===== src/hdl/dct_pkg.sv =====
// Shared types and constants of the droplet contamination tracker.
package dct_pkg;

   localparam logic OP_RECORD   = 1'b0;
   localparam logic OP_QUERY    = 1'b1;
   localparam logic KIND_WASH   = 1'b0;
   localparam logic KIND_ANSWER = 1'b1;

   // Width of the effective grid limits, wide enough for a count of 64.
   localparam int LIM_W = 7;

   // Result queue depth and the width of its fill count.
   localparam int RSPQ_DEPTH = 4;
   localparam int RSPQ_CW    = $clog2(RSPQ_DEPTH + 1);

   typedef struct packed {
      logic [LIM_W-1:0] eff_rows;
      logic [LIM_W-1:0] eff_cols;
   } limits_type;

   typedef struct packed {
      logic       op;
      logic       in_grid;
      logic [7:0] step;
      logic [3:0] row;
      logic [3:0] col;
      logic [7:0] dtype;
   } cmd_type;

   typedef struct packed {
      logic    valid;
      cmd_type cmd;
   } cmd_head_type;

   typedef struct packed {
      logic pop;
      logic clearing;
   } back_stat_type;

   typedef struct packed {
      logic       kind;
      logic [3:0] wash_row;
      logic [3:0] wash_col;
      logic [7:0] wash_from;
      logic [7:0] wash_to;
      logic       reachable;
   } rsp_type;

   typedef struct packed {
      logic    push;
      rsp_type rsp;
   } rsp_push_type;

endpackage


===== src/hdl/dct_rsp_queue.sv =====
// Result queue that holds finished results until the consumer pops them.
module dct_rsp_queue import dct_pkg::*; (
   input  logic               clock,
   input  logic               reset,
   input  rsp_push_type       in,
   output logic [RSPQ_CW-1:0] count,
   output logic               empty,
   input  logic               pop,
   output rsp_type            head
);

   localparam int PW = $clog2(RSPQ_DEPTH);

   rsp_type            entries_ff [RSPQ_DEPTH];
   logic [PW-1:0]      wr_ptr_ff, wr_ptr_in;
   logic [PW-1:0]      rd_ptr_ff, rd_ptr_in;
   logic [RSPQ_CW-1:0] count_ff, count_in;
   logic               take;

   assign empty = (count_ff == '0);
   assign take  = pop && !empty;
   assign count = count_ff;
   assign head  = entries_ff[rd_ptr_ff];

   always_comb begin
      wr_ptr_in = in.push ? wr_ptr_ff + 1'b1 : wr_ptr_ff;
      rd_ptr_in = take    ? rd_ptr_ff + 1'b1 : rd_ptr_ff;
      count_in  = RSPQ_CW'(count_ff + RSPQ_CW'(in.push) - RSPQ_CW'(take));
   end

   always_ff @(posedge clock) begin
      if (reset) begin
         wr_ptr_ff <= '0;
         rd_ptr_ff <= '0;
         count_ff  <= '0;
      end else begin
         wr_ptr_ff <= wr_ptr_in;
         rd_ptr_ff <= rd_ptr_in;
         count_ff  <= count_in;
      end
   end

   always_ff @(posedge clock) begin
      if (in.push) begin
         entries_ff[wr_ptr_ff] <= in.rsp;
      end
   end

endmodule


===== config.mk =====
export PLATFORM = sky130hd
export DESIGN_NAME = dct_rsp_queue
export DESIGN_NICKNAME = d
export VERILOG_FILES = /design/src/hdl/dct_pkg.sv /design/src/hdl/dct_rsp_queue.sv
export SDC_FILE = /design/constraint.sdc
export NUM_CORES = 1
export LEC_CHECK = 0
export ABC_AREA = 1
export BUFFER_PORTS_ARGS = -buffer_cell sky130_fd_sc_hd__buf_4
export CORE_UTILIZATION = 45
export DETAILED_ROUTE_END_ITERATION = 7
export PLACE_DENSITY = 0.67
export RECOVER_POWER = 50
export SLEW_MARGIN = 15
export SYNTH_ARGS = -nofsm -noshare
export SYNTH_HDL_FRONTEND = slang
export SYNTH_SLANG_ARGS = --single-unit

===== constraint.sdc =====
create_clock -name clock -period 4.7 [get_ports clock]
set_input_delay 0.47 -clock clock [delete_from_list [all_inputs] [get_ports clock]]
set_output_delay 0.47 -clock clock [all_outputs]
set_load 0.01 [all_outputs]

==> reports/qor.csv <==
metric;value;unit
outcome;finished with violations;
failing checks;max-capacitance violations, max-slew violations;
Slew headroom;-13.14;%
footprint of the multi-input gates;829.5;sq um
final setup TNS;0;ns
share of layout cells above drive strength 1;17.14;%
Synth Net Count;348;
Post-Layout Cell Count;520;
cell count after synthesis;311;
die width;99.74;microns
kind of start point of the critical path;flop;
first-pass GRT wire length;12810;microns
Core Area;9240;sq um
CP Capture Type;output port;
period utilisation layout;64.09;%
wire per inst;15.99;microns
number of fill cells;771;
Fin. Hold Viols;0;
die area;9948;sq um
TritonCTS buffer count;17;
Placed Cells;488;
CP required;4.23;ns
CTS tree;done;
Synth warnings;0;
Top FF cell, synth;edfxtp_1;
register area share after synthesis;76.83;%
initial core utilization;46.53;%
io pins;60;
hold_buf cts;0;
Pwr per Cell Area;565.5;nW/um^2
fmax;0.3320;GHz
Total Power;2.999;mW
gr ovfl total;0;
Max-Cap Viols;1;
row count;35;
Area contributors post-synth;edfxtp_1, nor2_1, o21ai_0, dfxtp_1, o22ai_1;
most frequent cells after synthesis;edfxtp_1, nor2_1, o21ai_0;
post-synthesis cell area;4299;sq um
Total Routing Usage GR;17.99;%
Netlist cell types;17;
leakage;1.918;nW
Die Y;99.74;microns
GP Congestion;0.7248;
RSZ-0062 raised after global routing;no;
clk slew on worst S/H paths;0.05;ns
Antenna Cells;0;
clock latency at the later pin of the worst-skew pair;0.52;ns
Final setup viols;0;
EDFF count, synth;104;
Hold Path Class;in -> reg;
number of H-tree levels;4;
Net count, final;415;
Final min period;3.012;ns
DR iter-0 viols;198;
DRT Pass-1 Iters;4;
final wirelength;8314;microns
Post-CTS Repair Setup Buffers;0;
vias in the first global route;2598;
asr flop ratio synth;0;%
Clock Skew;0.01161;ns
Synth area leader;edfxtp_1;
WS Path Type;reg -> out;
Area growth syn-to-layout;23.37;%
Post-Syn Area per Cell;13.82;sq um
Synth Register Bits;113;
largest net degree at the start of global routing;54;
deepest clock path buffer count;2;
post_cts resized;0;
vias;2620;
peak supply drop;335.5;uV
Post-Route Utilization;57.40;%
DRC violations left;0;
Final HPWL DP;4545;microns
most common cell in the synthesized netlist;edfxtp_1;
share of the synthesized area in the top cell type;72.64;%
Least-Margin Pin Slew;1.697;ns
root buf cell;clkbuf_8;
crit path max fanout;53;
initial antenna violation count;0;
critical path arrival;2.54;ns
antenna-violating nets left;0;
port buffer count;59;
Max Slew Vio Count;27;
Storage cell area;3304;sq um
mean number of vias per cell;5.038;
Sink Count;113;
per-layer routing:
metal	wire length (microns)	up-vias	GRT usage (%)
met5	0	-	0
met4	94	0	7.466
li1	-	1275	-
met2	3901	87	27.69
met1	3639	1246	21.74
met3	678	12	8.644
power by group:
| group | leakage (nW) | internal, mW | switching, mW |
|---|---|---|---|
| Combinational | 0.616 | 0.235 | 0.311 |
| Sequential | 1.03 | 1.16 | 0.0705 |
| Clock | 0.272 | 0.798 | 0.423 |
| Total | 1.92 | 2.19 | 0.804 |
layout by cell type (no fill, tap or decap):
cell / instances
fa_1: 1
clkbuf_1: 30
nand3_1: 2
clkbuf_16: 16
clkinv_2: 5
edfxtp_1: 104
buf_4: 36
clkinv_1: 1
dfxtp_2: 1
a21oi_1: 5
inv_4: 1
dfxtp_1: 8
nor2_1: 60
nand2_1: 11
inv_1: 16
o21ai_0: 37
bufinv_16: 3
ha_1: 6
o22ai_1: 26
o21ai_1: 17
clkbuf_8: 1
clkinvlp_4: 3
inv_2: 1
sequential cells by signal, summed over array words and instances (netlist names), named ones only:
signal,flops
entries_ff,104
rd_ptr_ff,2
count,3
wr_ptr_ff,2
stage by stage:
stage,hold WS [ns],instance area [sq um],worst slack [ns]
3_5_place_dp,0.4700,4838,2.248
6_report,0.1232,5304,1.688
5_1_grt,0.09800,5304,1.521
2_1_floorplan,0.4481,4299,2.810
4_1_cts,0.1080,5405,1.654
3_3_place_gp,0.4615,4838,2.290
cell families (layout without fill, tap and decap cells):
kind of cell	Yosys count	count (layout)	share of synthesized area, %
AO/OA/AOI/OAI	85	85	10.65
adder cells (fa/ha/maj)	7	7	2.212
buffers and inverters	33	113	3.871
flip-flops	113	113	76.83
AND/OR/NAND/NOR	73	73	6.432
worst paths after layout:
kind / depth (start not counted) / endpoint / startpoint / slack [ns]
min: 2 / count[1]$_SDFF_PP0_ / reset / 0.12
max reg2reg: 4 / entries_ff[3][12]$_DFFE_PP_ / wr_ptr_ff[0]$_SDFFE_PP0P_ / 2.48
max: 4 / head[20] / flop / 1.69
min reg2reg: 2 / flop / rd_ptr_ff[0]$_SDFFE_PP0P_ / 0.49
critical path, cell delays in order (launching register included):
cell	delay [ns]
dfxtp_2	0.96
inv_4	0.43
o21ai_0	0.32
o22ai_1	0.13
buf_4	0.16
cell type report:
cell class / count / share of cell area (%)
well taps: 129 / 3.043
multi-input cells: 165 / 15.64
flip-flops and latches: 113 / 62.30
clock inverters: 12 / 2.666
repair buffers: 63 / 7.006
clock buffers: 20 / 8.021
inverters: 18 / 1.321
Note: power is estimated with default switching activity, not from simulation.
