$ cat config.mk
export PLATFORM = sky130hd
export DESIGN_NAME = dct_front
export DESIGN_NICKNAME = d
export VERILOG_FILES = /design/src/hdl/dct_pkg.sv /design/src/hdl/dct_front.sv
export SDC_FILE = /design/constraint.sdc
export NUM_CORES = 1
export LEC_CHECK = 0
export BUFFER_PORTS_ARGS = -buffer_cell sky130_fd_sc_hd__buf_2
export CAP_MARGIN = 10
export CORE_MARGIN = 2
export CORE_UTILIZATION = 54
export DETAILED_ROUTE_END_ITERATION = 12
export PLACE_DENSITY_LB_ADDON = 0.2
export SETUP_SLACK_MARGIN = 0.2
export SLEW_MARGIN = 20
export SYNTH_ARGS = -nofsm -noshare
export SYNTH_HDL_FRONTEND = slang
export SYNTH_SLANG_ARGS = --single-unit
$ cat constraint.sdc
create_clock -name clock -period 4.3 [get_ports clock]
set_input_delay 0 -clock clock [delete_from_list [all_inputs] [get_ports clock]]
set_output_delay 0 -clock clock [all_outputs]
set_load 0.05 [all_outputs]
$ cat src/hdl/dct_pkg.sv
// Shared types and constants of the droplet contamination tracker.
package dct_pkg;

   localparam logic OP_RECORD   = 1'b0;
   localparam logic OP_QUERY    = 1'b1;
   localparam logic KIND_WASH   = 1'b0;
   localparam logic KIND_ANSWER = 1'b1;

   // Width of the effective grid limits, wide enough for a count of 64.
   localparam int LIM_W = 7;

   // Result queue depth and the width of its fill count.
   localparam int RSPQ_DEPTH = 4;
   localparam int RSPQ_CW    = $clog2(RSPQ_DEPTH + 1);

   typedef struct packed {
      logic [LIM_W-1:0] eff_rows;
      logic [LIM_W-1:0] eff_cols;
   } limits_type;

   typedef struct packed {
      logic       op;
      logic       in_grid;
      logic [7:0] step;
      logic [3:0] row;
      logic [3:0] col;
      logic [7:0] dtype;
   } cmd_type;

   typedef struct packed {
      logic    valid;
      cmd_type cmd;
   } cmd_head_type;

   typedef struct packed {
      logic pop;
      logic clearing;
   } back_stat_type;

   typedef struct packed {
      logic       kind;
      logic [3:0] wash_row;
      logic [3:0] wash_col;
      logic [7:0] wash_from;
      logic [7:0] wash_to;
      logic       reachable;
   } rsp_type;

   typedef struct packed {
      logic    push;
      rsp_type rsp;
   } rsp_push_type;

endpackage

$ cat src/hdl/dct_front.sv
// Front part: accepts request beats, classifies them and queues them for the back part.
module dct_front import dct_pkg::*; #(
   parameter int MAX_STEPS = 256
) (
   input  logic          clock,
   input  logic          reset,
   input  logic          push,
   output logic          full,
   input  logic          req_operation,
   input  logic [7:0]    req_step,
   input  logic [3:0]    req_row,
   input  logic [3:0]    req_col,
   input  logic [7:0]    req_droplet_type,
   input  limits_type    limits,
   input  back_stat_type stat,
   output cmd_head_type  head
);

   localparam int DEPTH = 2;
   localparam int PW    = $clog2(DEPTH);
   localparam int CW    = $clog2(DEPTH + 1);

   cmd_type          entries_ff [DEPTH];
   logic [PW-1:0]    wr_ptr_ff, wr_ptr_in;
   logic [PW-1:0]    rd_ptr_ff, rd_ptr_in;
   logic [CW-1:0]    count_ff, count_in;
   cmd_type          cmd_new;
   logic             accept;

   // A cell is inside the chip when both coordinates are below the limits
   // and the step lies within the bitmap.
   always_comb begin
      cmd_new.op      = req_operation;
      cmd_new.step    = req_step;
      cmd_new.row     = req_row;
      cmd_new.col     = req_col;
      cmd_new.dtype   = req_droplet_type;
      cmd_new.in_grid = (LIM_W'(req_row) < limits.eff_rows) &&
                        (LIM_W'(req_col) < limits.eff_cols) &&
                        (13'(req_step) < 13'(MAX_STEPS));
   end

   assign full   = (count_ff == CW'(DEPTH)) || stat.clearing;
   assign accept = push && !full;

   always_comb begin
      wr_ptr_in = accept   ? wr_ptr_ff + 1'b1 : wr_ptr_ff;
      rd_ptr_in = stat.pop ? rd_ptr_ff + 1'b1 : rd_ptr_ff;
      count_in  = CW'(count_ff + CW'(accept) - CW'(stat.pop));
   end

   always_ff @(posedge clock) begin
      if (reset) begin
         wr_ptr_ff <= '0;
         rd_ptr_ff <= '0;
         count_ff  <= '0;
      end else begin
         wr_ptr_ff <= wr_ptr_in;
         rd_ptr_ff <= rd_ptr_in;
         count_ff  <= count_in;
      end
   end

   always_ff @(posedge clock) begin
      if (accept) begin
         entries_ff[wr_ptr_ff] <= cmd_new;
      end
   end

   assign head.valid = (count_ff != '0);
   assign head.cmd   = entries_ff[rd_ptr_ff];

endmodule

==> results.cfg, run 1 <==
[routing]
wl_met1_um = 1740
drc = 0
detail-route-antenna-nets = 0
avgViaCountPerCell = 5.02
routedWlPerCell_um = 15.8
drtIter0Drc = 115
num_vias = 1460
drt-pass1-iter-count = 4
routed_wl_um = 4610
routed.top_layer = met4
wl_met2_um = 2590
dr_wl_met3_um = 231

[logic_synthesis]
synth_area_per_cell_um2 = 18.0
syn_area_um2 = 2300
seq_area_frac_synth_pct = 72.2
yosys_register_bits = 57
syn_inst = 128
ys.warnings.count = 0
syn_nets = 180
synth.distinct_cells = 19

[place]
gp_congestion = 0.736
port_buffers = 71
dp.final_hpwl_um = 3020
placed_cells = 248
post-place-ws_ns = 2.50
place_area_um2 = 2710

[floorplan]
row_count = 23
initial_core_util_pct = 56.7
die_w_um = 69.3
io_pins = 72
core-area_um2 = 4060
die_h_um = 69.3
dieArea_um2 = 4800

[layout]
final_common_cell = buf_2
post-route-cell-area_um2 = 3140
area_growth_pct = 36.2
final_cells = 291
layout-drive-gt1-share_pct = 48.1
diodes = 0
nets = 288
final_cell_mix = 71 x buf_2, 52 x edfxtp_1, 27 x dlygate4sd3_1
fin_util_pct = 77.3
fillers = 241

[critical_path]
crit_fanout = 14
cp.arrival_ns = 1.79
rr_startpoint = count_ff[1]$_SDFF_PP0_
endpoint_kind = register
r2r_cells = 4
crit_required_ns = 4.30
startpoint_type = register
path_class = register to register
reg2reg_to = entries_ff[1][13]$_DFFE_PP_
rrSetupSlack_ns = 2.52

[timing]
fin_skew_ns = 0.0109
period_share_pct = 41.5
slew_violations = 0
period_minus_slack_ns = 1.78
max_freq_ghz = 0.561
worst_slew_pin_slew_ns = 0.678
relSlewSlack_pct = 54.8
tns_ns = 0
fin_ws_ns = 2.52
finalSetupViolCount = 0
hold_viol_final = 0
holdWs_ns = 0.0960
rsz0062_at_grt = no

[global_routing]
grt_usage_pct = 21.5
grt_pass1_vias = 1662
antenna_found_initial = 0
grt_first_pass_wirelength_um = 7610
grt.overflow.total = 0
grt_max_degree = 27

[cts]
cts_inserted_buffers = 9
cts_tree = built
worst_skew_pair.late_latency_ns = 0.32
cts_sinks = 57
cts_resized = 0
clock_path_buffers = 2
cts.clk_slew.worst_paths_ns = 0.06
root_buffer = clkbuf_8
cts.htree.levels = 3

[power]
vdd_drop_max_mv = 0.273
power.leakage_nw = 1.26
power_density_nw_per_um2 = 428
total_power_mw = 1.34

[job]
maxCapViolations = 0

[hold_path]
min_path_type = input pin to register
hold_path_depth = 4
worstHoldStart = push
min_to = wr_ptr_ff$_SDFFE_PP0P_

[status]
outcome = completed
registers in the layout (all words and copies together), names as in the netlist, named ones only:
register    count
wr_ptr_ff       1
count_ff        2
entries_ff     52
rd_ptr_ff       1
cell usage after synthesis:
library cell  number  area share [%]
ha_1               8             4.3
mux2_2            26              13
inv_1             10             1.6
nor2b_1            1            0.27
dfxtp_1            5             4.3
and3_1             1            0.27
a22oi_1            1            0.33
buf_2              1            0.22
o21ai_0            1            0.22
o211ai_4           1            0.92
xnor2_1            4             1.5
or2_2              1            0.27
o2111ai_1          2            0.76
nor2_1             6            0.98
buf_6              2            0.98
a211o_1            2            0.76
nor3_1             2            0.43
nand2b_4           2             1.2
edfxtp_1          52              68
worst max-delay path by stage:
stage | end | depth (start not counted) | from
final | entries_ff[1][13]$_DFFE_PP_ | 4 | count_ff[1]$_SDFF_PP0_
after floorplan | entries_ff[0][0]$_DFFE_PP_ | 3 | count_ff[1]$_SDFF_PP0_
after detailed placement | entries_ff[1][13]$_DFFE_PP_ | 4 | count_ff[1]$_SDFF_PP0_
after global placement | head[24] | 2 | register
after CTS | head[24] | 2 | register
after global routing | entries_ff[1][13]$_DFFE_PP_ | 4 | count_ff[1]$_SDFF_PP0_
where the power goes:
group / switching, mW / internal, mW / total [mW]
Combinational: 0.184 / 0.101 / 0.286
Sequential: 0.0205 / 0.645 / 0.665
Clock: 0.183 / 0.209 / 0.392
cell families after synthesis:
group                      share of synthesized area (%)
DFF                                                 72.2
muxes                                               12.7
buffers and inverters                               2.83
and+or+nand+nor                                     3.42
adders and majority gates                           4.35
AOI/OAI and AO/OA                                   2.99
xor gates and xnor gates                            1.52
critical path: stages (launching register included):
cell and delay, ns:
dfxtp_1 0.30, inv_1 0.14, o211ai_4 0.13, nor2_2 0.54, buf_4 0.36
repair_timing:
| item | CTS | global route |
|---|---|---|
| buffers inserted | 0 | 0 |
| hold buffers | 27 | 0 |
| endpoints found under the hold margin | 55 | 0 |
final cells by class:
class	instances	area, um2	area share [%]
repair buffers	100	641	20.4
multi-input cells	58	581	18.5
well taps	50	62.6	2.00
clock buffers	15	146	4.67
inverters	10	37.5	1.20
clock inverters	1	5.00	0.160
flip-flops and latches	57	1660	53.0
layer usage:
metal / vias up / global-route usage [%]
met4: 0 / 8.50
met2: 58 / 39.1
li1: 699 / -
met5: - / 0
met1: 695 / 22.2
met3: 8 / 7.85
Power figures use the tool's default switching activity.
==> run 2, diff against run 1 <==
Settings changed: CORE_UTILIZATION 54 to 45.
Clock period 4.3 ns to 1.6 ns, I/O delays scaled along.
==> results.cfg, run 2 (synthesis gave the netlist of run 1 again) <==
[cts]
cts.htree.levels = 3
cts_inserted_buffers = 9
worst_skew_pair.late_latency_ns = 0.32
cts.clk_slew.worst_paths_ns = 0.06
cts_sinks = 57
root_buffer = clkbuf_8
clock_path_buffers = 2
cts_tree = built

[global_routing]
grt_first_pass_wirelength_um = 6540
grt_pass1_vias = 1448
antenna_found_initial = 0
grt.overflow.total = 0
grt_usage_pct = 16.6
grt_max_degree = 15

[critical_path]
crit_required_ns = 1.81
startpoint_type = register
endpoint_kind = register
cp.arrival_ns = 1.64
path_class = register to register
crit_fanout = 4

[floorplan]
row_count = 26
dieArea_um2 = 5700
core-area_um2 = 5010
initial_core_util_pct = 46.0
die_w_um = 75.5
die_h_um = 75.5
io_pins = 72

[timing]
finalSetupViolCount = 0
period_minus_slack_ns = 1.43
relSlewSlack_pct = 78.7
period_share_pct = 89.3
worst_slew_pin_slew_ns = 0.317
hold_viol_final = 0
fin_skew_ns = 0.00955
rsz0062_at_grt = yes
slew_violations = 0
max_freq_ghz = 0.700
holdWs_ns = 0.0280
tns_ns = 0

[layout]
final_common_cell = edfxtp_1
nets = 296
layout-drive-gt1-share_pct = 55.0
largest_reg_flops = 52
regMostFlops = entries_ff
reg_top3 = entries_ff (52), count_ff (2)
area_growth_pct = 56.3
fin_util_pct = 71.8
diodes = 0
post-route-cell-area_um2 = 3600
final_cell_mix = 52 x edfxtp_1, 45 x buf_2, 26 x dlygate4sd3_1

[status]
outcome = completed

[routing]
drc = 0
drt-pass1-iter-count = 4
drtIter0Drc = 54
avgViaCountPerCell = 4.68
routed_wl_um = 4800
routedWlPerCell_um = 15.1
detail-route-antenna-nets = 0
num_vias = 1494

[place]
port_buffers = 71
gp_congestion = 0.697
place_area_um2 = 2770
dp.final_hpwl_um = 2810

[power]
power_density_nw_per_um2 = 1100
vdd_drop_max_mv = 0.688
total_power_mw = 3.97
power.leakage_nw = 1.47

[job]
maxCapViolations = 0

[hold_path]
min_path_type = input pin to register
==> run 2: cell types whose count changed in the layout (fill, tap and decap cells not counted), sizes merged <==
cell | previous run | this run
buf | 73 | 82
clkbuf | 15 | 13
clkinv | 1 | 3
dlygate4sd3 | 27 | 26
==> run 2: worst paths after layout <==
check                              start                     end  slack, ns  cells past startpoint
hold / removal                   stat[1]  rd_ptr_ff$_SDFFE_PP0P_       0.03                      3
setup reg to reg  count_ff[0]$_SDFF_PP0_  count_ff[1]$_SDFF_PP0_       0.17                      7
setup / recovery  count_ff[0]$_SDFF_PP0_  count_ff[1]$_SDFF_PP0_       0.17                      7
hold reg to reg   rd_ptr_ff$_SDFFE_PP0P_  rd_ptr_ff$_SDFFE_PP0P_       0.54                      2
==> run 2: stage by stage <==
stage | setup WS (ns) | std cells
6_report | 0.171 | 319
5_1_grt | 0.100 | 319
4_1_cts | 0.166 | 318
3_5_place_dp | -0.0210 | 272
3_3_place_gp | 0.140 | 272
2_1_floorplan | 0.0281 | 128
==> run 2: power by group <==
part	total, mW	internal [mW]	switching [mW]
Sequential	1.78	1.74	0.0407
Clock	1.15	0.639	0.511
Combinational	1.05	0.476	0.570
Total	3.97	2.85	1.12
==> run 2: metal layers <==
layer	part of all wire [%]	vias to the layer above	GRT usage, %
met5	0	-	0
met4	0.50	0	7.60
met3	4.6	4	5.16
met2	56	58	30.0
met1	39	716	17.6
li1	-	716	-
==> run 2: layout make-up <==
| cell class | count | area, um2 |
|---|---|---|
| fillers | 342 | 1410 |
| clock buffers | 13 | 159 |
| inverters | 10 | 37.5 |
| flip-flops and latches | 57 | 1670 |
| clock inverters | 3 | 15.0 |
| repair buffers | 108 | 936 |
| well taps | 70 | 87.6 |
| multi-input cells | 58 | 693 |
==> run 2: what timing repair did <==
item	4_1_cts	5_1_grt
setup endpoints to repair	28	27
resized for setup	46	57
buffers inserted	2	1
hold buffers	26	0
pin swaps	4	4
cloned	2	0
endpoints found under the hold margin	55	0
==> run 2: critical path, stage by stage (launching register included) <==
cell      delay, ns
dfxtp_4        0.36
o211ai_4       0.22
ha_4           0.24
inv_2          0.06
ha_4           0.13
xnor2_2        0.12
xnor2_1        0.14
nor2_1         0.05
